`src/rtl/rvis_pkg.sv`:
```
// Shared types and constants for the RV32I step core.
// Used by the front queue, the banked byte memory, the back executor and the top level.
package rvis_pkg;

  localparam int unsigned MemBytes = 65536;
  localparam int unsigned AddrW    = $clog2(MemBytes);
  localparam int unsigned MemRows  = MemBytes / 4;
  localparam int unsigned RowW     = $clog2(MemRows);

  localparam logic [31:0] HaltWord = 32'h0ff00513;

  localparam logic [6:0] OpLui    = 7'b0110111;
  localparam logic [6:0] OpAuipc  = 7'b0010111;
  localparam logic [6:0] OpJal    = 7'b1101111;
  localparam logic [6:0] OpJalr   = 7'b1100111;
  localparam logic [6:0] OpBranch = 7'b1100011;
  localparam logic [6:0] OpLoad   = 7'b0000011;
  localparam logic [6:0] OpStore  = 7'b0100011;
  localparam logic [6:0] OpImm    = 7'b0010011;
  localparam logic [6:0] OpReg    = 7'b0110011;

  localparam logic [6:0] F7Zero = 7'b0000000;
  localparam logic [6:0] F7Alt  = 7'b0100000;

  // funct3 codes
  localparam logic [2:0] F3Add  = 3'd0;
  localparam logic [2:0] F3Sll  = 3'd1;
  localparam logic [2:0] F3Slt  = 3'd2;
  localparam logic [2:0] F3Sltu = 3'd3;
  localparam logic [2:0] F3Xor  = 3'd4;
  localparam logic [2:0] F3Sr   = 3'd5;
  localparam logic [2:0] F3Or   = 3'd6;
  localparam logic [2:0] F3And  = 3'd7;

  localparam logic [2:0] F3Beq  = 3'd0;
  localparam logic [2:0] F3Bne  = 3'd1;
  localparam logic [2:0] F3Blt  = 3'd4;
  localparam logic [2:0] F3Bge  = 3'd5;
  localparam logic [2:0] F3Bltu = 3'd6;
  localparam logic [2:0] F3Bgeu = 3'd7;

  localparam logic [2:0] F3Byte  = 3'd0;
  localparam logic [2:0] F3Half  = 3'd1;
  localparam logic [2:0] F3Word  = 3'd2;
  localparam logic [2:0] F3ByteU = 3'd4;
  localparam logic [2:0] F3HalfU = 3'd5;

  typedef struct packed {
    logic        is_step;
    logic [15:0] load_address;
    logic [7:0]  load_byte;
  } item_t;

  typedef struct packed {
    logic             re;
    logic             we;
    logic [AddrW-1:0] addr;
    logic [3:0]       be;
    logic [31:0]      wdata;
  } mem_req_t;

  typedef struct packed {
    logic        bad_instruction;
    logic [31:0] write_value;
    logic [4:0]  dest_register;
    logic        wrote_register;
    logic [31:0] next_pc;
    logic [7:0]  exit_code;
    logic        halted;
  } result_t;

endpackage

```
`src/rtl/rvis_back.sv`:
```
// Back of the step core: sequencer, register file, decode, ALU and result register.
// Depends on rvis_pkg and drives the banked memory request.
module rvis_back (
  input  logic                clk_i,
  input  logic                rst_ni,
  input  logic                item_valid_i,
  input  rvis_pkg::item_t     item_i,
  output logic                pop_o,
  output rvis_pkg::mem_req_t  mem_req_o,
  input  logic [31:0]         mem_rdata_i,
  input  logic                mem_busy_i,
  output logic                res_valid_o,
  input  logic                res_ready_i,
  output rvis_pkg::result_t   res_o
);

  typedef enum logic [3:0] {
    S_IDLE = 4'b0001,
    S_DEC  = 4'b0010,
    S_EXE  = 4'b0100,
    S_LD   = 4'b1000
  } state_e;

  state_e      state_q, state_d;
  logic [31:0] rf [32];
  logic [5:0]  rclr_q;
  logic        halt_q;
  logic [31:0] pc_q, a0_q;
  logic [31:0] w_q, rs1_q, rs2_q;
  logic [2:0]  f3_q;
  logic [4:0]  rd_q;
  logic        out_valid_q;
  rvis_pkg::result_t out_q, out_d;
  logic        finish;

  // decode fields
  logic [6:0]  op, f7, sf7;
  logic [4:0]  rd;
  logic [2:0]  f3;
  logic [31:0] immi, imms, immb, immj, immu, alu_b, alu_r, ld_v;
  logic        alu_ok, taken, bad, wr, is_ld, is_st, halt_hit, alu_reg;
  logic [31:0] val, npc, maddr;
  logic [3:0]  be;
  logic        rf_we;
  logic [31:0] rf_wv;
  logic [4:0]  rf_wa;
  logic        start;

  assign op   = w_q[6:0];
  assign rd   = w_q[11:7];
  assign f3   = w_q[14:12];
  assign f7   = w_q[31:25];
  assign immi = {{20{w_q[31]}}, w_q[31:20]};
  assign imms = {{20{w_q[31]}}, w_q[31:25], w_q[11:7]};
  assign immb = {{19{w_q[31]}}, w_q[31], w_q[7], w_q[30:25], w_q[11:8], 1'b0};
  assign immj = {{11{w_q[31]}}, w_q[31], w_q[19:12], w_q[20], w_q[30:21], 1'b0};
  assign immu = {w_q[31:12], 12'h000};

  assign start = (state_q == S_IDLE) && item_valid_i && !mem_busy_i && rclr_q[5]
              && (!out_valid_q || res_ready_i);
  assign pop_o = start;

  // ALU shared by register and immediate forms
  always_comb begin
    alu_reg = (op == rvis_pkg::OpReg);
    if (alu_reg) begin
      alu_b = rs2_q;
      sf7   = f7;
    end else if (f3 == rvis_pkg::F3Sll || f3 == rvis_pkg::F3Sr) begin
      alu_b = {27'd0, w_q[24:20]};
      sf7   = f7;
    end else begin
      alu_b = immi;
      sf7   = rvis_pkg::F7Zero;
    end
    alu_ok = 1'b1;
    alu_r  = 32'd0;
    unique case (f3)
      rvis_pkg::F3Add: begin
        if (alu_reg && sf7 == rvis_pkg::F7Alt) alu_r = rs1_q - alu_b;
        else begin
          alu_r  = rs1_q + alu_b;
          alu_ok = !(alu_reg && sf7 != rvis_pkg::F7Zero);
        end
      end
      rvis_pkg::F3Sll: begin
        alu_r  = rs1_q << alu_b[4:0];
        alu_ok = (sf7 == rvis_pkg::F7Zero);
      end
      rvis_pkg::F3Slt: begin
        alu_r  = {31'd0, $signed(rs1_q) < $signed(alu_b)};
        alu_ok = !(alu_reg && sf7 != rvis_pkg::F7Zero);
      end
      rvis_pkg::F3Sltu: begin
        alu_r  = {31'd0, rs1_q < alu_b};
        alu_ok = !(alu_reg && sf7 != rvis_pkg::F7Zero);
      end
      rvis_pkg::F3Xor: begin
        alu_r  = rs1_q ^ alu_b;
        alu_ok = !(alu_reg && sf7 != rvis_pkg::F7Zero);
      end
      rvis_pkg::F3Sr: begin
        if (sf7 == rvis_pkg::F7Alt) alu_r = $unsigned($signed(rs1_q) >>> alu_b[4:0]);
        else alu_r = rs1_q >> alu_b[4:0];
        alu_ok = (sf7 == rvis_pkg::F7Zero) || (sf7 == rvis_pkg::F7Alt);
      end
      rvis_pkg::F3Or: begin
        alu_r  = rs1_q | alu_b;
        alu_ok = !(alu_reg && sf7 != rvis_pkg::F7Zero);
      end
      default: begin
        alu_r  = rs1_q & alu_b;
        alu_ok = !(alu_reg && sf7 != rvis_pkg::F7Zero);
      end
    endcase
  end

  // execute one fetched word
  always_comb begin
    halt_hit = (w_q == rvis_pkg::HaltWord);
    bad   = 1'b0;
    wr    = 1'b0;
    val   = 32'd0;
    npc   = pc_q + 32'd4;
    is_ld = 1'b0;
    is_st = 1'b0;
    be    = 4'b0000;
    maddr = rs1_q + immi;
    taken = 1'b0;
    unique case (op)
      rvis_pkg::OpLui:   begin val = immu; wr = 1'b1; end
      rvis_pkg::OpAuipc: begin val = pc_q + immu; wr = 1'b1; end
      rvis_pkg::OpJal: begin
        val = pc_q + 32'd4; wr = 1'b1; npc = pc_q + immj;
      end
      rvis_pkg::OpJalr: begin
        if (f3 != 3'd0) bad = 1'b1;
        else begin
          val = pc_q + 32'd4; wr = 1'b1; npc = (rs1_q + immi) & ~32'd1;
        end
      end
      rvis_pkg::OpBranch: begin
        unique case (f3)
          rvis_pkg::F3Beq:  taken = (rs1_q == rs2_q);
          rvis_pkg::F3Bne:  taken = (rs1_q != rs2_q);
          rvis_pkg::F3Blt:  taken = ($signed(rs1_q) < $signed(rs2_q));
          rvis_pkg::F3Bge:  taken = !($signed(rs1_q) < $signed(rs2_q));
          rvis_pkg::F3Bltu: taken = (rs1_q < rs2_q);
          rvis_pkg::F3Bgeu: taken = (rs1_q >= rs2_q);
          default:          bad = 1'b1;
        endcase
        if (taken) npc = pc_q + immb;
      end
      rvis_pkg::OpLoad: begin
        if (f3 == rvis_pkg::F3Byte || f3 == rvis_pkg::F3Half || f3 == rvis_pkg::F3Word
            || f3 == rvis_pkg::F3ByteU || f3 == rvis_pkg::F3HalfU) is_ld = 1'b1;
        else bad = 1'b1;
      end
      rvis_pkg::OpStore: begin
        maddr = rs1_q + imms;
        is_st = 1'b1;
        if (f3 == rvis_pkg::F3Byte) be = 4'b0001;
        else if (f3 == rvis_pkg::F3Half) be = 4'b0011;
        else if (f3 == rvis_pkg::F3Word) be = 4'b1111;
        else begin bad = 1'b1; is_st = 1'b0; end
      end
      rvis_pkg::OpImm, rvis_pkg::OpReg: begin
        val = alu_r; wr = alu_ok; bad = !alu_ok;
      end
      default: bad = 1'b1;
    endcase
    if (bad) begin
      npc = pc_q + 32'd4;
      wr  = 1'b0;
    end
  end

  // load data extension
  always_comb begin
    unique case (f3_q)
      rvis_pkg::F3Byte:  ld_v = {{24{mem_rdata_i[7]}}, mem_rdata_i[7:0]};
      rvis_pkg::F3Half:  ld_v = {{16{mem_rdata_i[15]}}, mem_rdata_i[15:0]};
      rvis_pkg::F3Word:  ld_v = mem_rdata_i;
      rvis_pkg::F3ByteU: ld_v = {24'd0, mem_rdata_i[7:0]};
      rvis_pkg::F3HalfU: ld_v = {16'd0, mem_rdata_i[15:0]};
      default:           ld_v = 32'd0;
    endcase
  end

  // sequencer, memory request, result and register write
  always_comb begin
    state_d   = state_q;
    mem_req_o = '0;
    finish    = 1'b0;
    rf_we     = 1'b0;
    rf_wa     = rd_q;
    rf_wv     = 32'd0;
    out_d     = '0;
    out_d.halted    = halt_q;
    out_d.exit_code = halt_q ? a0_q[7:0] : 8'd0;
    out_d.next_pc   = pc_q;
    unique case (state_q)
      S_IDLE: begin
        if (start) begin
          if (!item_i.is_step) begin
            mem_req_o.we    = 1'b1;
            mem_req_o.be    = 4'b0001;
            mem_req_o.addr  = rvis_pkg::AddrW'(item_i.load_address);
            mem_req_o.wdata = {24'd0, item_i.load_byte};
            finish = 1'b1;
          end else if (halt_q) begin
            finish = 1'b1;
          end else begin
            mem_req_o.re   = 1'b1;
            mem_req_o.addr = pc_q[rvis_pkg::AddrW-1:0];
            state_d = S_DEC;
          end
        end
      end
      S_DEC: state_d = S_EXE;
      S_EXE: begin
        if (halt_hit) begin
          finish = 1'b1;
          out_d.halted    = 1'b1;
          out_d.exit_code = a0_q[7:0];
          state_d = S_IDLE;
        end else if (is_ld) begin
          mem_req_o.re   = 1'b1;
          mem_req_o.addr = maddr[rvis_pkg::AddrW-1:0];
          state_d = S_LD;
        end else begin
          if (is_st) begin
            mem_req_o.we    = 1'b1;
            mem_req_o.be    = be;
            mem_req_o.addr  = maddr[rvis_pkg::AddrW-1:0];
            mem_req_o.wdata = rs2_q;
          end
          finish = 1'b1;
          rf_we  = wr && (rd != 5'd0);
          rf_wa  = rd;
          rf_wv  = val;
          out_d.next_pc         = npc;
          out_d.wrote_register  = rf_we;
          out_d.dest_register   = rf_we ? rd : 5'd0;
          out_d.write_value     = rf_we ? val : 32'd0;
          out_d.bad_instruction = bad;
          state_d = S_IDLE;
        end
      end
      S_LD: begin
        finish = 1'b1;
        rf_we  = (rd_q != 5'd0);
        rf_wv  = ld_v;
        out_d.next_pc        = pc_q + 32'd4;
        out_d.wrote_register = rf_we;
        out_d.dest_register  = rf_we ? rd_q : 5'd0;
        out_d.write_value    = rf_we ? ld_v : 32'd0;
        state_d = S_IDLE;
      end
      default: state_d = S_IDLE;
    endcase
  end

  always_ff @(posedge clk_i) begin
    if (!rclr_q[5]) rf[rclr_q[4:0]] <= 32'd0;
    else if (rf_we) rf[rf_wa] <= rf_wv;
    if (state_q == S_DEC) begin
      w_q   <= mem_rdata_i;
      rs1_q <= rf[mem_rdata_i[19:15]];
      rs2_q <= rf[mem_rdata_i[24:20]];
    end
    if (state_q == S_EXE) begin
      f3_q <= f3;
      rd_q <= rd;
    end
    if (finish) out_q <= out_d;
  end

  always_ff @(posedge clk_i or negedge rst_ni) begin
    if (!rst_ni) begin
      state_q     <= S_IDLE;
      rclr_q      <= 6'd0;
      halt_q      <= 1'b0;
      pc_q        <= 32'd0;
      a0_q        <= 32'd0;
      out_valid_q <= 1'b0;
    end else begin
      state_q <= state_d;
      if (!rclr_q[5]) rclr_q <= rclr_q + 6'd1;
      if (finish) begin
        halt_q <= out_d.halted;
        pc_q   <= out_d.next_pc;
      end
      if (rf_we && rf_wa == 5'd10) a0_q <= rf_wv;
      if (finish) out_valid_q <= 1'b1;
      else if (res_ready_i) out_valid_q <= 1'b0;
    end
  end

  assign res_valid_o = out_valid_q;
  assign res_o       = out_q;

endmodule

```
`config.mk`:
```
export PLATFORM = sky130hd
export DESIGN_NAME = rvis_back
export DESIGN_NICKNAME = d
export VERILOG_FILES = /design/src/rtl/rvis_pkg.sv /design/src/rtl/rvis_back.sv
export SDC_FILE = /design/constraint.sdc
export NUM_CORES = 2
export LEC_CHECK = 0
export BUFFER_PORTS_ARGS = -buffer_cell sky130_fd_sc_hd__buf_2
export CORE_ASPECT_RATIO = 1.1
export CORE_MARGIN = 4
export CORE_UTILIZATION = 31
export CTS_BUF_LIST = sky130_fd_sc_hd__clkbuf_4
export CTS_CLUSTER_DIAMETER = 200
export CTS_CLUSTER_SIZE = 20
export DETAILED_ROUTE_END_ITERATION = 10
export SLEW_MARGIN = 20
export SYNTH_ARGS = -nofsm -noshare
export SYNTH_HDL_FRONTEND = slang
export SYNTH_SLANG_ARGS = --single-unit
```
`constraint.sdc`:
```
create_clock -name clk_i -period 22 [get_ports clk_i]
set_input_delay 3.3 -clock clk_i [delete_from_list [all_inputs] [get_ports clk_i]]
set_output_delay 3.3 -clock clk_i [all_outputs]
set_load 0.01 [all_outputs]
```
==> metrics.txt <==
layout cells sized above 1=0.242; sum of internal, switching and leakage power=3.72 mW; Post-Route Utilization=0.336; synth cell count leaders=sky130_fd_sc_hd__edfxtp_1 (1208), sky130_fd_sc_hd__mux4_2 (648), sky130_fd_sc_hd__a21oi_1 (378); buffer count from post-CTS setup fixing=0; worst skew pair latency=1.22 ns; post-route standard cell area excluding fillers=80400 um2; final cell count without fillers=8637; Fin Clk Skew=0.165 ns; number of nets in the synthesized netlist=5726; area fraction in and, or, nand and nor cells after synthesis=0.0657; fraction of synthesized cell area taken by the top area cell type=0.486; peak supply drop=33.7 uV; number of filler cells placed in the layout=23300; RSZ-0062 raised after global routing=no; leading cell types by total area after synthesis=sky130_fd_sc_hd__edfxtp_1 (49%), sky130_fd_sc_hd__mux4_2 (20%), sky130_fd_sc_hd__ha_1 (3.6%), sky130_fd_sc_hd__a21oi_1 (2.5%), sky130_fd_sc_hd__dfrtp_1 (1.7%); data arrival time of the critical path=5.90 ns; IO buf count=197; Overflow after GRT=0; footprint of the multi-input gates=35200 um2; post-cts gate resize count=0; routed wire length=302000 um; count of synthesis-stage warnings from yosys=0; number of global-route vias before repair=52900; number of buffers added to fix hold violations after cts=0; startpoint kind of the worst setup timing path=flip-flop; clock buffer count from CTS=73; sequential cell fraction of total power=0.698; number of violations of the max-capacitance limit=0; half-perimeter wire length of the detailed placement result=201000 um; Main synth FF type=sky130_fd_sc_hd__edfxtp_1; Final ANT Viol Nets=0; parity-gate share of the synthesized area counting xor and xnor cells=0.0180; total of flip-flops plus latches after synthesis=1260; number of synthesized flops with an enable pin=1208; ratio of total power to cell area=46.3 nW/um2; number of instances in the synthesized netlist=5443; cell-internal power=2.87 mW; Die X=476 um; number of sinks driven by the clock tree=1260; count of unresolved DRC violations after routing=0; leading area contributor after synthesis=sky130_fd_sc_hd__edfxtp_1; top fanout value on the critical path=19; most frequent cell after synthesis=sky130_fd_sc_hd__edfxtp_1; number of failing hold endpoints at the final stage=0; total area of sequential cells=37600 um2; hold slack final=0.518 ns; detailed-router iteration count before antenna repair=8; total die area=249000 um2; Slew Limit Headroom=0.152; average footprint of a synthesized cell=13.7 um2; smallest setup slack after layout=12.80 ns; largest family of logic cells by synthesized area=multiplexers; clock root cell=sky130_fd_sc_hd__clkbuf_4; clock-pin slew of the registers on the worst-case setup and hold paths=0.26 ns; average detailed-routed wire length per instance=34.9 um; effective utilization at floorplan=0.312; total net switching power=0.852 mW; share of the synthesized area in compound gates (AO/OA/AOI/OAI)=0.124; worst endpoint required time=18.70 ns; core region area=239000 um2; switching part of the total power=0.229; outcome=completed; TritonCTS clock tree=built; DR vias=54400; Setup WS pre-CTS=13.37 ns; number of antenna violations at the first check in global routing=15; peak clock frequency supported by timing=109 MHz; actual transition at the worst max-transition pin=1.26 ns; Via-to-Cell Ratio=6.29; post-route setup TNS=0 ns; class of the most critical setup path=reg2out; H-Tree Depth=3; class of the most critical hold timing path=reg2reg; sequential area share after synthesis=0.504; critical path capture point type=output pin; shortest clock period the worst path allows after layout=9.20 ns; height of the die=523 um; number of violations reported at the end of detailed-routing iteration 0=7144; count of pins on the block boundary=198; Reg2Reg Setup Slack=14.07 ns; layout overhead on the synthesized area=7.70%; Post-synth ARST share=0.0413; Lkg Pwr=23.4 nW; relative contribution of combinational cells to total power=0.054; clock network fraction of design power=0.248; combined area of all synthesized cells=74600 um2; Synth Area in Adders=0.0377; placed instance area=79500 um2; count of unique library cells instantiated by Yosys=115; total instance count after detailed placement=8536; global-route wire length before repair=416000 um; number of nets in the layout=5759; last weighted congestion value of the routability-driven placer=1.01; row cnt=188; All-Layer GR Usage=0.236; post-synthesis mux area share=0.221; post-route fraction of the period consumed by the critical path=0.418; count of final max-slew check failures=0; maximum buffer depth of the clock tree=3; pin count of the biggest net entering global routing=118; final setup violation count=0
-- routing by layer --
layer / routed length, um / vias up / share of wire / global-route usage
met1: 110000 / 28300 / 0.37 / 0.294
li1: - / 22100 / - / -
met3: 26700 / 698 / 0.088 / 0.0388
met4: 21200 / 18 / 0.070 / 0.139
met5: 137 / - / 0.00045 / 0
met2: 144000 / 3259 / 0.48 / 0.387
-- cell families after synthesis --
logic type | count (synthesis)
DFF | 1260
xor gates and xnor gates | 153
AOI/OAI and AO/OA | 1408
buffers and inverters | 552
adders and majority gates | 221
and+or+nand+nor | 1021
muxes | 828
-- worst paths after layout --
kind                            cells after the start    start             to
worst max-delay path                                9   w_q[3]  mem_req_o[37]
worst min-delay path                                2  a0_q[4]        a0_q[4]
worst max register to register                     19   w_q[5]     rf[11][30]
worst min register to register                      2  a0_q[4]        a0_q[4]
max in group asynchronous                           2   rst_ni      rclr_q[5]
min in group asynchronous                           2   rst_ni       pc_q[23]
-- final cells by class --
cell class | count | share of cell area
Timing Repair Buffer | 355 | 0.0282
Multi-Input combinational cell | 3631 | 0.439
Antenna cell | 9 | 0.000280
Tap cell | 3135 | 0.0488
Sequential cell | 1260 | 0.468
Clock inverter | 7 | 0.00129
Inverter | 155 | 0.00727
Clock buffer | 85 | 0.00794
-- worst max-delay path, cell delays in order, from the launching register on --
cell                        delay [ns]
sky130_fd_sc_hd__edfxtp_1         0.72
sky130_fd_sc_hd__nand4bb_1        0.83
sky130_fd_sc_hd__or3_1            0.65
sky130_fd_sc_hd__nor3_2           0.32
sky130_fd_sc_hd__nand2b_1         0.44
sky130_fd_sc_hd__nor2_1           0.32
sky130_fd_sc_hd__nor2_1           0.79
sky130_fd_sc_hd__a21oi_1          0.15
sky130_fd_sc_hd__a221o_1          0.31
sky130_fd_sc_hd__buf_2            0.14
-- cells in the final DEF (no fill, tap or decap), types with 41 or more instances in the layout --
cell type,instances
sky130_fd_sc_hd__mux2_2,81
sky130_fd_sc_hd__dfrtp_1,51
sky130_fd_sc_hd__xnor2_1,92
sky130_fd_sc_hd__a21oi_1,374
sky130_fd_sc_hd__edfxtp_1,1208
sky130_fd_sc_hd__nand2_1,307
sky130_fd_sc_hd__o211ai_1,46
sky130_fd_sc_hd__a31oi_1,48
sky130_fd_sc_hd__xor2_1,61
sky130_fd_sc_hd__nor3_1,68
sky130_fd_sc_hd__buf_4,157
sky130_fd_sc_hd__mux2i_1,99
sky130_fd_sc_hd__mux4_2,648
sky130_fd_sc_hd__ha_1,215
sky130_fd_sc_hd__and2_1,41
sky130_fd_sc_hd__o22ai_1,64
sky130_fd_sc_hd__inv_1,150
sky130_fd_sc_hd__nor2_1,229
sky130_fd_sc_hd__nand3_1,105
sky130_fd_sc_hd__a211oi_1,58
sky130_fd_sc_hd__a21o_1,91
sky130_fd_sc_hd__o21ai_0,252
sky130_fd_sc_hd__buf_2,189
sky130_fd_sc_hd__clkbuf_4,85
-- power groups by stage --
stage | logic [mW] | clock network (mW) | registers [mW]
after floorplan | 0.131 | 0 | 2.65
after global placement | 0.202 | 0 | 2.65
after detailed placement | 0.201 | 0 | 2.65
after CTS | 0.202 | 0.946 | 2.60
after global routing | 0.211 | 1.03 | 2.60
final | 0.201 | 0.923 | 2.60
-- flip-flops by register name, summed over array words and instances (netlist names), 3 cells and up --
register  cells
res_o        80
pc_q         32
rs2_q        32
state_q       4
a0_q          8
rf         1024
rd_q          5
f3_q          3
w_q          32
rclr_q        6
rs1_q        32
(Power assumes the default switching activity.)
