File: src/rtl/rvis_pkg.sv
// Shared types and constants for the RV32I step core.
// Used by the front queue, the banked byte memory, the back executor and the top level.
package rvis_pkg;

  localparam int unsigned MemBytes = 65536;
  localparam int unsigned AddrW    = $clog2(MemBytes);
  localparam int unsigned MemRows  = MemBytes / 4;
  localparam int unsigned RowW     = $clog2(MemRows);

  localparam logic [31:0] HaltWord = 32'h0ff00513;

  localparam logic [6:0] OpLui    = 7'b0110111;
  localparam logic [6:0] OpAuipc  = 7'b0010111;
  localparam logic [6:0] OpJal    = 7'b1101111;
  localparam logic [6:0] OpJalr   = 7'b1100111;
  localparam logic [6:0] OpBranch = 7'b1100011;
  localparam logic [6:0] OpLoad   = 7'b0000011;
  localparam logic [6:0] OpStore  = 7'b0100011;
  localparam logic [6:0] OpImm    = 7'b0010011;
  localparam logic [6:0] OpReg    = 7'b0110011;

  localparam logic [6:0] F7Zero = 7'b0000000;
  localparam logic [6:0] F7Alt  = 7'b0100000;

  // funct3 codes
  localparam logic [2:0] F3Add  = 3'd0;
  localparam logic [2:0] F3Sll  = 3'd1;
  localparam logic [2:0] F3Slt  = 3'd2;
  localparam logic [2:0] F3Sltu = 3'd3;
  localparam logic [2:0] F3Xor  = 3'd4;
  localparam logic [2:0] F3Sr   = 3'd5;
  localparam logic [2:0] F3Or   = 3'd6;
  localparam logic [2:0] F3And  = 3'd7;

  localparam logic [2:0] F3Beq  = 3'd0;
  localparam logic [2:0] F3Bne  = 3'd1;
  localparam logic [2:0] F3Blt  = 3'd4;
  localparam logic [2:0] F3Bge  = 3'd5;
  localparam logic [2:0] F3Bltu = 3'd6;
  localparam logic [2:0] F3Bgeu = 3'd7;

  localparam logic [2:0] F3Byte  = 3'd0;
  localparam logic [2:0] F3Half  = 3'd1;
  localparam logic [2:0] F3Word  = 3'd2;
  localparam logic [2:0] F3ByteU = 3'd4;
  localparam logic [2:0] F3HalfU = 3'd5;

  typedef struct packed {
    logic        is_step;
    logic [15:0] load_address;
    logic [7:0]  load_byte;
  } item_t;

  typedef struct packed {
    logic             re;
    logic             we;
    logic [AddrW-1:0] addr;
    logic [3:0]       be;
    logic [31:0]      wdata;
  } mem_req_t;

  typedef struct packed {
    logic        bad_instruction;
    logic [31:0] write_value;
    logic [4:0]  dest_register;
    logic        wrote_register;
    logic [31:0] next_pc;
    logic [7:0]  exit_code;
    logic        halted;
  } result_t;

endpackage

File: src/rtl/rvis_front.sv
// Front of the step core: accepts input words and holds them in a two-entry queue.
// Depends on rvis_pkg for the item type.
module rvis_front (
  input  logic                 clk_i,
  input  logic                 rst_ni,
  input  logic                 in_valid_i,
  output logic                 in_ready_o,
  input  rvis_pkg::item_t      in_item_i,
  output logic                 item_valid_o,
  input  logic                 pop_i,
  output rvis_pkg::item_t      item_o
);

  rvis_pkg::item_t slot_q [2];
  logic       wr_ptr_q, rd_ptr_q;
  logic [1:0] count_q;
  logic       push;

  assign in_ready_o   = (count_q != 2'd2);
  assign push         = in_valid_i && in_ready_o;
  assign item_valid_o = (count_q != 2'd0);
  assign item_o       = slot_q[rd_ptr_q];

  always_ff @(posedge clk_i) begin
    if (push) begin
      slot_q[wr_ptr_q] <= in_item_i;
    end
  end

  always_ff @(posedge clk_i or negedge rst_ni) begin
    if (!rst_ni) begin
      wr_ptr_q <= 1'b0;
      rd_ptr_q <= 1'b0;
      count_q  <= 2'd0;
    end else begin
      if (push) wr_ptr_q <= !wr_ptr_q;
      if (pop_i) rd_ptr_q <= !rd_ptr_q;
      count_q <= count_q + {1'b0, push} - {1'b0, pop_i};
    end
  end

endmodule

File: config.mk
export PLATFORM = sky130hd
export DESIGN_NAME = rvis_front
export DESIGN_NICKNAME = d
export VERILOG_FILES = /design/src/rtl/rvis_pkg.sv /design/src/rtl/rvis_front.sv
export SDC_FILE = /design/constraint.sdc
export NUM_CORES = 1
export LEC_CHECK = 0
export ABC_AREA = 1
export BUFFER_PORTS_ARGS = -buffer_cell sky130_fd_sc_hd__buf_2
export CORE_UTILIZATION = 38
export CTS_CLUSTER_DIAMETER = 50
export DETAILED_ROUTE_END_ITERATION = 12
export HOLD_SLACK_MARGIN = 0.1
export SYNTH_ARGS = -nofsm -noshare
export SYNTH_HDL_FRONTEND = slang
export SYNTH_SLANG_ARGS = --single-unit
export TNS_END_PERCENT = 20
File: constraint.sdc
create_clock -name clk_i -period 4 [get_ports clk_i]
set_clock_uncertainty 0.1 [all_clocks]
set_input_delay 0.4 -clock clk_i [delete_from_list [all_inputs] [get_ports clk_i]]
set_output_delay 0.4 -clock clk_i [all_outputs]
set_load 0.005 [all_outputs]
==> results of run 1 <==
[critical path, cell delays in order, from the launching register on]
cell,delay [ns]
dfrtp_1,0.84
buf_4,0.39
mux2_2,0.37
buf_2,0.12
[layer usage]
metal	track usage [%]	vias up
li1	-	518
met3	4.19	5
met1	15.6	546
met2	20.4	48
met5	0	-
met4	4.04	0
[final timing paths]
kind	startpoint	end	slack [ns]	cells past startpoint
max	rd_ptr_q	item_o[0]	1.48	3
min	in_item_i[14]	slot_q[1][14]	0.19	1
max reg2reg	count_q[1]	slot_q[1][4]	1.97	4
min reg2reg	count_q[0]	count_q[0]	0.42	1
max in group asynchronous	rst_ni	rd_ptr_q	3.36	2
min in group asynchronous	rst_ni	count_q[0]	0.33	2
[area by class of cell]
| type | instances | area share [%] |
|---|---|---|
| Sequential cell | 54 | 62.9 |
| Multi-Input combinational cell | 43 | 17.5 |
| Timing Repair Buffer | 59 | 12.1 |
| Tap cell | 70 | 3.44 |
| Clock buffer | 5 | 2.70 |
| Inverter | 5 | 0.737 |
| Clock inverter | 3 | 0.639 |
[per-stage QoR]
step / setup WS [ns] / std cells / power, µW
detailed placement: 1.77 / 230 / 1410
global route: 1.37 / 239 / 1760
finish: 1.48 / 239 / 1670
global placement: 1.83 / 230 / 1380
floorplan: 1.78 / 105 / 1230
CTS: 1.43 / 239 / 1700
[cells in the final DEF (no fill, tap or decap)]
cell type	n
clkinv_2	1
xor2_1	1
clkinvlp_4	1
nand2_1	10
a21oi_1	1
mux2_4	19
buf_2	55
buf_4	3
mux2_2	6
inv_1	5
nand3b_1	1
clkbuf_8	5
dlygate4sd3_1	1
edfxtp_1	50
nor2_1	1
ha_1	1
nand3_1	1
nor2_2	2
clkinv_1	1
dfrtp_1	4
[Yosys cell counts]
cell,instances
edfxtp_1,50
mux2_4,19
nand2_1,10
mux2_2,6
inv_1,5
dfrtp_1,4
nor2_1,3
buf_12,2
a21oi_1,1
buf_6,1
ha_1,1
nand3_1,1
nand3b_1,1
xor2_1,1
[state kept, by name (all words and copies together), names as in the netlist]
name,flops
wr_ptr_q,1
count_q,2
slot_q,50
rd_ptr_q,1
[cell families (layout without fill, tap and decap cells)]
group           after synthesis  count (layout)  share of synthesized area [%]
flops                        54              54                           75.8
mux                          25              25                           16.7
simple gates                 15              15                           2.90
buf+inv                       8              72                           3.32
fa+ha+maj                     1               1                          0.592
compound gates                1               1                          0.237
xor+xnor                      1               1                          0.415
[repair_timing]
action                                 4_1_cts  5_1_grt
setup buffers                                0        0
endpoints found under the hold margin        4        0
hold buffers                                 1        0
[power by group through the flow]
stage	Sequential, µW	Combinational [µW]	Clock [µW]
5_1_grt	855	591	319
2_1_floorplan	816	418	0
4_1_cts	846	555	294
3_3_place_gp	850	531	0
6_report	843	544	285
3_5_place_dp	859	552	0
==> results.json, run 1 <==
{
  "synth_area_mm2": 0.00211,
  "clk_latency_ns": 0.29,
  "grt_pass1_wl_mm": 5.43,
  "synth_top_cells_by_area": "edfxtp_1 (71%), mux2_4 (14%), dfrtp_1 (4.7%)",
  "hold_ws_ns": 0.186,
  "ant_nets": 0,
  "cts-buffers-inserted": 5,
  "drive_gt1_share_pct": 54.4,
  "cp.required_ns": 3.50,
  "rsz0062_at_grt": "no",
  "clockBufferDepth": 2,
  "ys_ff_latch": 54,
  "wl_met1_mm": 1.53,
  "finalCriticalPeriod_ns": 2.52,
  "cp.arrival_ns": 2.02,
  "placed_area_mm2": 0.00245,
  "cp-end-kind": "output pin",
  "routed.top_layer": "met4",
  "grt_max_degree": 18,
  "synthCells": 105,
  "grt_pass1_vias": 1098,
  "ctsResizeCount": 0,
  "cts_tree": "yes",
  "yosysUniqueCellTypes": 14,
  "synth_fp_nets": 135,
  "hpwl_mm": 2.52,
  "vias": 1117,
  "overflow": 0,
  "cap_violations": 0,
  "outcome": "completed",
  "cts_max_level": 2,
  "synth_area_leader_cell": "edfxtp_1",
  "yosysTopAreaCellShare_pct": 71.1,
  "tns_ns": 0,
  "synth_seq_area_share_pct": 75.8,
  "drtPass1Iterations": 4,
  "p_switching_uw": 481,
  "die_x_um": 76.6,
  "drtIter0Drc": 27,
  "placementRows": 26,
  "p_per_area_mw_per_mm2": 657,
  "drt-total-wl_mm": 3.54,
  "worst_slew_pin_slew_ns": 0.754,
  "vias_per_cell": 4.67,
  "ir_drop_mv": 0.342,
  "wire_per_inst_um": 14.8,
  "die_h_um": 76.6,
  "start_kind": "register",
  "start_util_pct": 40.3,
  "p_int_uw": 1190,
  "route.met3.wl_um": 241,
  "fin_nets": 198,
  "syn_area_per_cell_um2": 20.1,
  "cts_sinks": 54,
  "finalHoldViolCount": 0,
  "synth_warnings": 0,
  "clkTransAtPathRegs_ns": 0.09,
  "slew-limit-headroom_pct": 49.7,
  "cp_max_fo": 14,
  "hold_class": "input pin to register",
  "fill_cells": 458,
  "setup_viol": 0,
  "static-leakage-power_uw": 0.00104,
  "drc": 0,
  "period_share_pct": 63.1,
  "core_mm2": 0.00524,
  "area_growth_pct": 20.6,
  "p_seq_share_pct": 50.4,
  "ctsRootBufferMaster": "clkbuf_8",
  "regArea_mm2": 0.00160,
  "fp.dieArea_mm2": 0.00586,
  "grt_antenna_before_repair": 0,
  "ioPinCount": 56,
  "fmaxAchievable_mhz": 396,
  "wl_met2_mm": 1.73,
  "gp_congestion": 0.741,
  "power_frac_comb_pct": 32.5,
  "n_antenna_cell": 0,
  "final_util_pct": 48.6,
  "final_cell_area_mm2": 0.00255,
  "switching_share_pct": 28.8,
  "clock_power_share_pct": 17.0,
  "grt_util_all_layers_pct": 12.5,
  "crit_type": "register to output pin",
  "drv_slew": 0,
  "multi_input_area_um2": 445,
  "numPortBuffers": 55
}
Note: power is estimated with default switching activity, not from simulation.
==> inputs of run 2 (changes only) <==
==> constraint.sdc (replaced) <==
create_clock -name clk_i -period 2.31 [get_ports clk_i]
set_clock_uncertainty 0.1 [all_clocks]
set_input_delay 0.231 -clock clk_i [delete_from_list [all_inputs] [get_ports clk_i]]
set_output_delay 0.231 -clock clk_i [all_outputs]
set_load 0.005 [all_outputs]
==> results.json, run 2 (same netlist as run 1, synthesis figures left out) <==
{
  "crit_type": "register to output pin",
  "cp-endpoint": "item_o[1]",
  "drc": 0,
  "area_growth_pct": 33.8,
  "die_x_um": 76.6,
  "drv_slew": 0,
  "drtPass1Iterations": 4,
  "ctsRootBufferMaster": "clkbuf_8",
  "cp.required_ns": 1.98,
  "gp_congestion": 0.655,
  "vias": 1200,
  "p_per_area_mw_per_mm2": 1040,
  "largest_register_ff_count": 50,
  "cts_tree": "yes",
  "routed.top_layer": "met4",
  "core_mm2": 0.00524,
  "layout_commonest_cell": "buf_2",
  "die_h_um": 76.6,
  "rsz0062_at_grt": "no",
  "wire_per_inst_um": 13.5,
  "fmaxAchievable_mhz": 559,
  "vias_per_cell": 4.48,
  "route.met3.wl_um": 219,
  "cts-buffers-inserted": 5,
  "finalCriticalPeriod_ns": 1.79,
  "slew-limit-headroom_pct": 69.8,
  "clkTransAtPathRegs_ns": 0.08,
  "grt_pass1_vias": 1298,
  "tns_ns": 0,
  "outcome": "completed",
  "postCtsSetupBuffers": 0,
  "switching_share_pct": 28.0,
  "cp_max_fo": 18,
  "ir_drop_mv": 0.617,
  "p_int_uw": 2110,
  "drt-total-wl_mm": 3.61,
  "clk_latency_ns": 0.30,
  "dp_cells": 233,
  "reg2reg_depth": 4,
  "hpwl_mm": 2.46,
  "clockBufferDepth": 2,
  "start_kind": "register",
  "grt_pass1_wl_mm": 5.96,
  "grt_util_all_layers_pct": 13.3,
  "p_switching_uw": 820,
  "static-leakage-power_uw": 0.00117,
  "largest_register": "slot_q",
  "r2r_end": "slot_q[0][10]",
  "finalHoldViolCount": 0,
  "fin_nets": 227,
  "r2r-start": "count_q[1]",
  "hold_depth": 3,
  "worst_slack_ns": 0.522,
  "cp-end-kind": "output pin",
  "cts_sinks": 54,
  "wl_met2_mm": 1.83,
  "hold_class": "input pin to register",
  "fin_cells": 268,
  "drive_gt1_share_pct": 47.5,
  "grt_antenna_before_repair": 0,
  "ant_nets": 0,
  "overflow": 0,
  "critPathLaunch": "rd_ptr_q",
  "drtIter0Drc": 56,
  "cts_max_level": 2,
  "n_antenna_cell": 0,
  "p_seq_share_pct": 47.9,
  "power_frac_comb_pct": 35.7,
  "clock_power_share_pct": 16.4,
  "period_share_pct": 77.4,
  "ioPinCount": 56,
  "layout_common_cells": "buf_2 (55), edfxtp_1 (50), dlygate4sd3_1 (27), mux2_4 (19), nand2_1 (10)",
  "numPortBuffers": 55,
  "placementRows": 26,
  "grt_max_degree": 19,
  "dp_slack_ns": 0.556,
  "reg2reg_slack_ns": 0.55,
  "largest_registers": "slot_q x50, count_q x2",
  "wl_met1_mm": 1.53,
  "setup_viol": 0,
  "start_util_pct": 40.3,
  "cap_violations": 0,
  "cp.arrival_ns": 1.46,
  "fill_cells": 458,
  "worst_slew_pin_slew_ns": 0.452,
  "fp.dieArea_mm2": 0.00586,
  "fin_total_pwr_uw": 2930
}
==> run 2: changes by cell type in the layout (fill, tap and decap cells not counted) <==
cell and delta:
clkinvlp_4 -1, clkbuf_1 +1, dlygate4sd3_1 +26, buf_4 +3
==> run 2: timing repair <==
| item | 4_1_cts | 5_1_grt |
|---|---|---|
| resized for setup | 0 | 0 |
| hold buffers | 27 | 0 |
| hold endpoints to repair | 55 | 0 |
==> run 2: area by class of cell <==
cell class	instances	area [µm²]	share of cell area, %
Tap cell	70	87.6	3.10
Clock inverter	2	8.76	0.310
Sequential cell	54	1600	56.7
Clock buffer	6	72.6	2.57
Inverter	5	18.8	0.664
Timing Repair Buffer	88	591	20.9
Multi-Input combinational cell	43	445	15.8
==> run 2: how the worst min path moves through the flow <==
stage	endpoint	startpoint	slack [ns]
floorplan	count_q[0]	rst_ni	-0.16
global placement	count_q[0]	rst_ni	-0.06
detailed placement	wr_ptr_q	rst_ni	-0.06
CTS	wr_ptr_q	in_valid_i	0.11
global route	wr_ptr_q	in_valid_i	0.12
finish	wr_ptr_q	in_valid_i	0.12
==> run 2: per-layer routing <==
metal | vias to the layer above | GRT usage, %
li1 | 571 | -
met3 | 5 | 4.67
met5 | - | 0
met2 | 45 | 22.5
met4 | 0 | 4.04
met1 | 579 | 16.0
==> run 2: per-stage QoR <==
stage / area, µm² / hold WS [ns] / util [%]
after floorplan: 2110 / -0.165 / -
after global placement: 2470 / -0.0598 / 47.2
after detailed placement: 2470 / -0.0551 / 47.2
after CTS: 2830 / 0.106 / 53.9
after global routing: 2830 / 0.120 / 53.9
final: 2830 / 0.123 / 53.9
==> run 2: critical path: stages, from the launching register on <==
cell     delay (ns)
dfrtp_1        0.35
buf_4          0.31
mux2_2         0.37
buf_2          0.12
==> run 2: power groups by stage <==
stage | registers [µW] | clock network, µW | logic [µW]
4_1_cts | 1410 | 508 | 1070
3_3_place_gp | 1420 | 0 | 1000
3_5_place_dp | 1430 | 0 | 1030
6_report | 1400 | 481 | 1050
5_1_grt | 1430 | 545 | 1150
2_1_floorplan | 1410 | 0 | 724
==> inputs of run 3 (changes only) <==
--- a/config.mk
+++ b/config.mk
@@ -5,7 +5,7 @@
 export SDC_FILE = /design/constraint.sdc
 export NUM_CORES = 1
 export LEC_CHECK = 0
-export ABC_AREA = 1
+export ABC_AREA = 0
 export BUFFER_PORTS_ARGS = -buffer_cell sky130_fd_sc_hd__buf_2
 export CORE_UTILIZATION = 38
 export CTS_CLUSTER_DIAMETER = 50
==> constraint.sdc (replaced) <==
create_clock -name clk_i -period 1.6 [get_ports clk_i]
set_clock_uncertainty 0.1 [all_clocks]
set_input_delay 0.16 -clock clk_i [delete_from_list [all_inputs] [get_ports clk_i]]
set_output_delay 0.16 -clock clk_i [all_outputs]
set_load 0.005 [all_outputs]
==> results.json, run 3 <==
{
  "yosys_most_used_dff": "edfxtp_1",
  "p_per_area_mw_per_mm2": 1530,
  "largest_registers": "slot_q x50, count_q x2",
  "ir_drop_mv": 0.986,
  "hold_class": "input pin to register",
  "ctsRootBufferMaster": "clkbuf_8",
  "die_h_um": 74.5,
  "ioPinCount": 56,
  "hp-start": "in_valid_i",
  "largest_register": "slot_q",
  "fmaxAchievable_mhz": 624,
  "start_util_pct": 39.4,
  "cp.required_ns": 1.34,
  "finalHoldViolCount": 0,
  "drc": 0,
  "largest_register_ff_count": 50,
  "grt_util_all_layers_pct": 13.0,
  "slew-limit-headroom_pct": 85.3,
  "grt_antenna_before_repair": 0,
  "slowest_stage": "dfrtp_1",
  "fin_nets": 219,
  "r2r-start": "count_q[1]",
  "synth_most_common_cell": "edfxtp_1",
  "n_antenna_cell": 0,
  "crit_chain": "buf_8 > mux2_2 > buf_2",
  "vias": 1160,
  "grt_max_degree": 17,
  "placementRows": 26,
  "cts_tree": "yes",
  "worst_slack_ns": -0.00353,
  "rsz0062_at_grt": "yes",
  "area_growth_pct": 43.9,
  "synth_area_mm2": 0.00200,
  "fp.dieArea_mm2": 0.00555,
  "violations": "negative setup slack",
  "synth_mux_area_share_pct": 14.1,
  "synth_xor_area_share_pct": 1.75,
  "drtIter0Drc": 25,
  "synth_area_leader_cell": "edfxtp_1",
  "yosysTopAreaCellShare_pct": 75.1,
  "synth_top_cells_by_area": "edfxtp_1 (75%), mux2_1 (11%), dfrtp_1 (5.0%)",
  "static-leakage-power_uw": 0.00112,
  "cp-end-kind": "output pin",
  "die_x_um": 74.5,
  "cts_max_level": 2,
  "clkTransAtPathRegs_ns": 0.09,
  "cp_max_fo": 15,
  "synthCells": 95,
  "setup_viol": 2,
  "drive_gt1_share_pct": 43.7,
  "syn_area_per_cell_um2": 21.0,
  "fill_cells": 421,
  "numPortBuffers": 55,
  "cap_violations": 0,
  "period_share_pct": 100,
  "drv_slew": 0,
  "synthTopCellsByCount": "edfxtp_1 (50), mux2_1 (19), mux2_2 (6)",
  "overflow": 0,
  "synth_fp_nets": 125,
  "layout_common_cells": "edfxtp_1 (50), buf_2 (49), dlygate4sd3_1 (28), mux2_1 (13), buf_6 (7)",
  "worst_slew_pin_slew_ns": 0.220,
  "placed_area_mm2": 0.00241,
  "critPathLaunch": "rd_ptr_q",
  "ant_nets": 0,
  "cts-buffers-inserted": 5,
  "cp.arrival_ns": 1.34,
  "yosysUniqueCellTypes": 16,
  "async_reset_ff_share_pct": 7.41,
  "clockBufferDepth": 2,
  "crit_type": "register to output pin",
  "synth_seq_area_share_pct": 80.2,
  "hold_ws_ns": 0.197,
  "gp_congestion": 0.631,
  "synth_simple_gate_area_share_pct": 1.50,
  "fin_total_pwr_uw": 4400,
  "grt_pass1_vias": 1184,
  "start_kind": "register",
  "vias_per_cell": 4.46,
  "synth_top_family_by_area": "multiplexers",
  "finalCriticalPeriod_ns": 1.60,
  "clk_latency_ns": 0.29,
  "final_util_pct": 56.7,
  "drtPass1Iterations": 4,
  "slowest_delay_ns": 0.40,
  "synth_compound_area_share_pct": 0.877,
  "hpwl_mm": 2.26,
  "wire_per_inst_um": 13.3,
  "cts_sinks": 54,
  "core_mm2": 0.00507,
  "drt-total-wl_mm": 3.46,
  "synth_warnings": 0,
  "synth_adder_area_share_pct": 0.626,
  "outcome": "finished with violations",
  "grt_pass1_wl_mm": 5.15,
  "final_cell_area_mm2": 0.00288,
  "synth-edff-count": 50,
  "ys_ff_latch": 54,
  "layout_commonest_cell": "edfxtp_1"
}
run 3: worst paths after layout:
path	endpoint	slack, ns	cells past startpoint
worst max-delay path	item_o[4]	-0.004	3
worst min-delay path	wr_ptr_q	0.20	3
worst max register to register	slot_q[0][17]	0.14	4
worst min register to register	count_q[0]	0.45	1
max in group asynchronous	count_q[1]	0.55	3
min in group asynchronous	count_q[0]	0.67	3
run 3: per-layer routing:
layer / up-vias / track usage [%] / wire length (µm)
met4: 0 / 4.61 / 45
met2: 37 / 24.2 / 1870
met1: 566 / 13.8 / 1370
met5: - / 0 / 0
li1: 553 / - / -
met3: 4 / 3.93 / 177
run 3: repair_timing:
item,CTS,global route
hold buffers,28,0
setup endpoints to repair,17,25
pin swaps,0,0
gates resized for setup,4,11
endpoints found under the hold margin,55,0
setup buffers,0,1
run 3: logic make-up (layout without fill, tap and decap cells):
logic type / after synthesis / after routing
buffers and inverters: 3 / 98
and+or+nand+nor: 6 / 6
muxes: 25 / 25
xor gates and xnor gates: 4 / 4
AOI/OAI and AO/OA: 2 / 2
adders and majority gates: 1 / 1
DFF: 54 / 54
run 3: cell type report:
type                    count  area [µm²]  area share (%)
repair buffers             90         669            23.3
clock buffers               6        72.6            2.52
flip-flops and latches     54        1600            55.7
clock inverters             2        37.5            1.31
well taps                  70        87.6            3.05
multi-input cells          38         407            14.1
run 3: through the flow:
step | TNS [ns] | setup WS, ns | instances
2_1_floorplan | -2.14 | -0.0855 | 95
3_3_place_gp | 0 | 0.219 | 223
3_5_place_dp | 0 | 0.127 | 223
4_1_cts | -0.275 | -0.0250 | 259
5_1_grt | -1.60 | -0.0834 | 260
6_report | -0.00398 | -0.00353 | 260
run 3: power by group:
part           switching [µW]  total (µW)  internal [µW]  leakage (µW)
logic                     647        1500            849      0.000558
registers                 107        2040           1930      0.000512
clock network             401         868            467     0.0000514
run 3: critical path, delay by kind of cell, from the launching register on:
family | cells | cell delay (ns)
buffers and inverters | 2 | 0.31
multiplexers | 1 | 0.34
flip-flops | 1 | 0.40
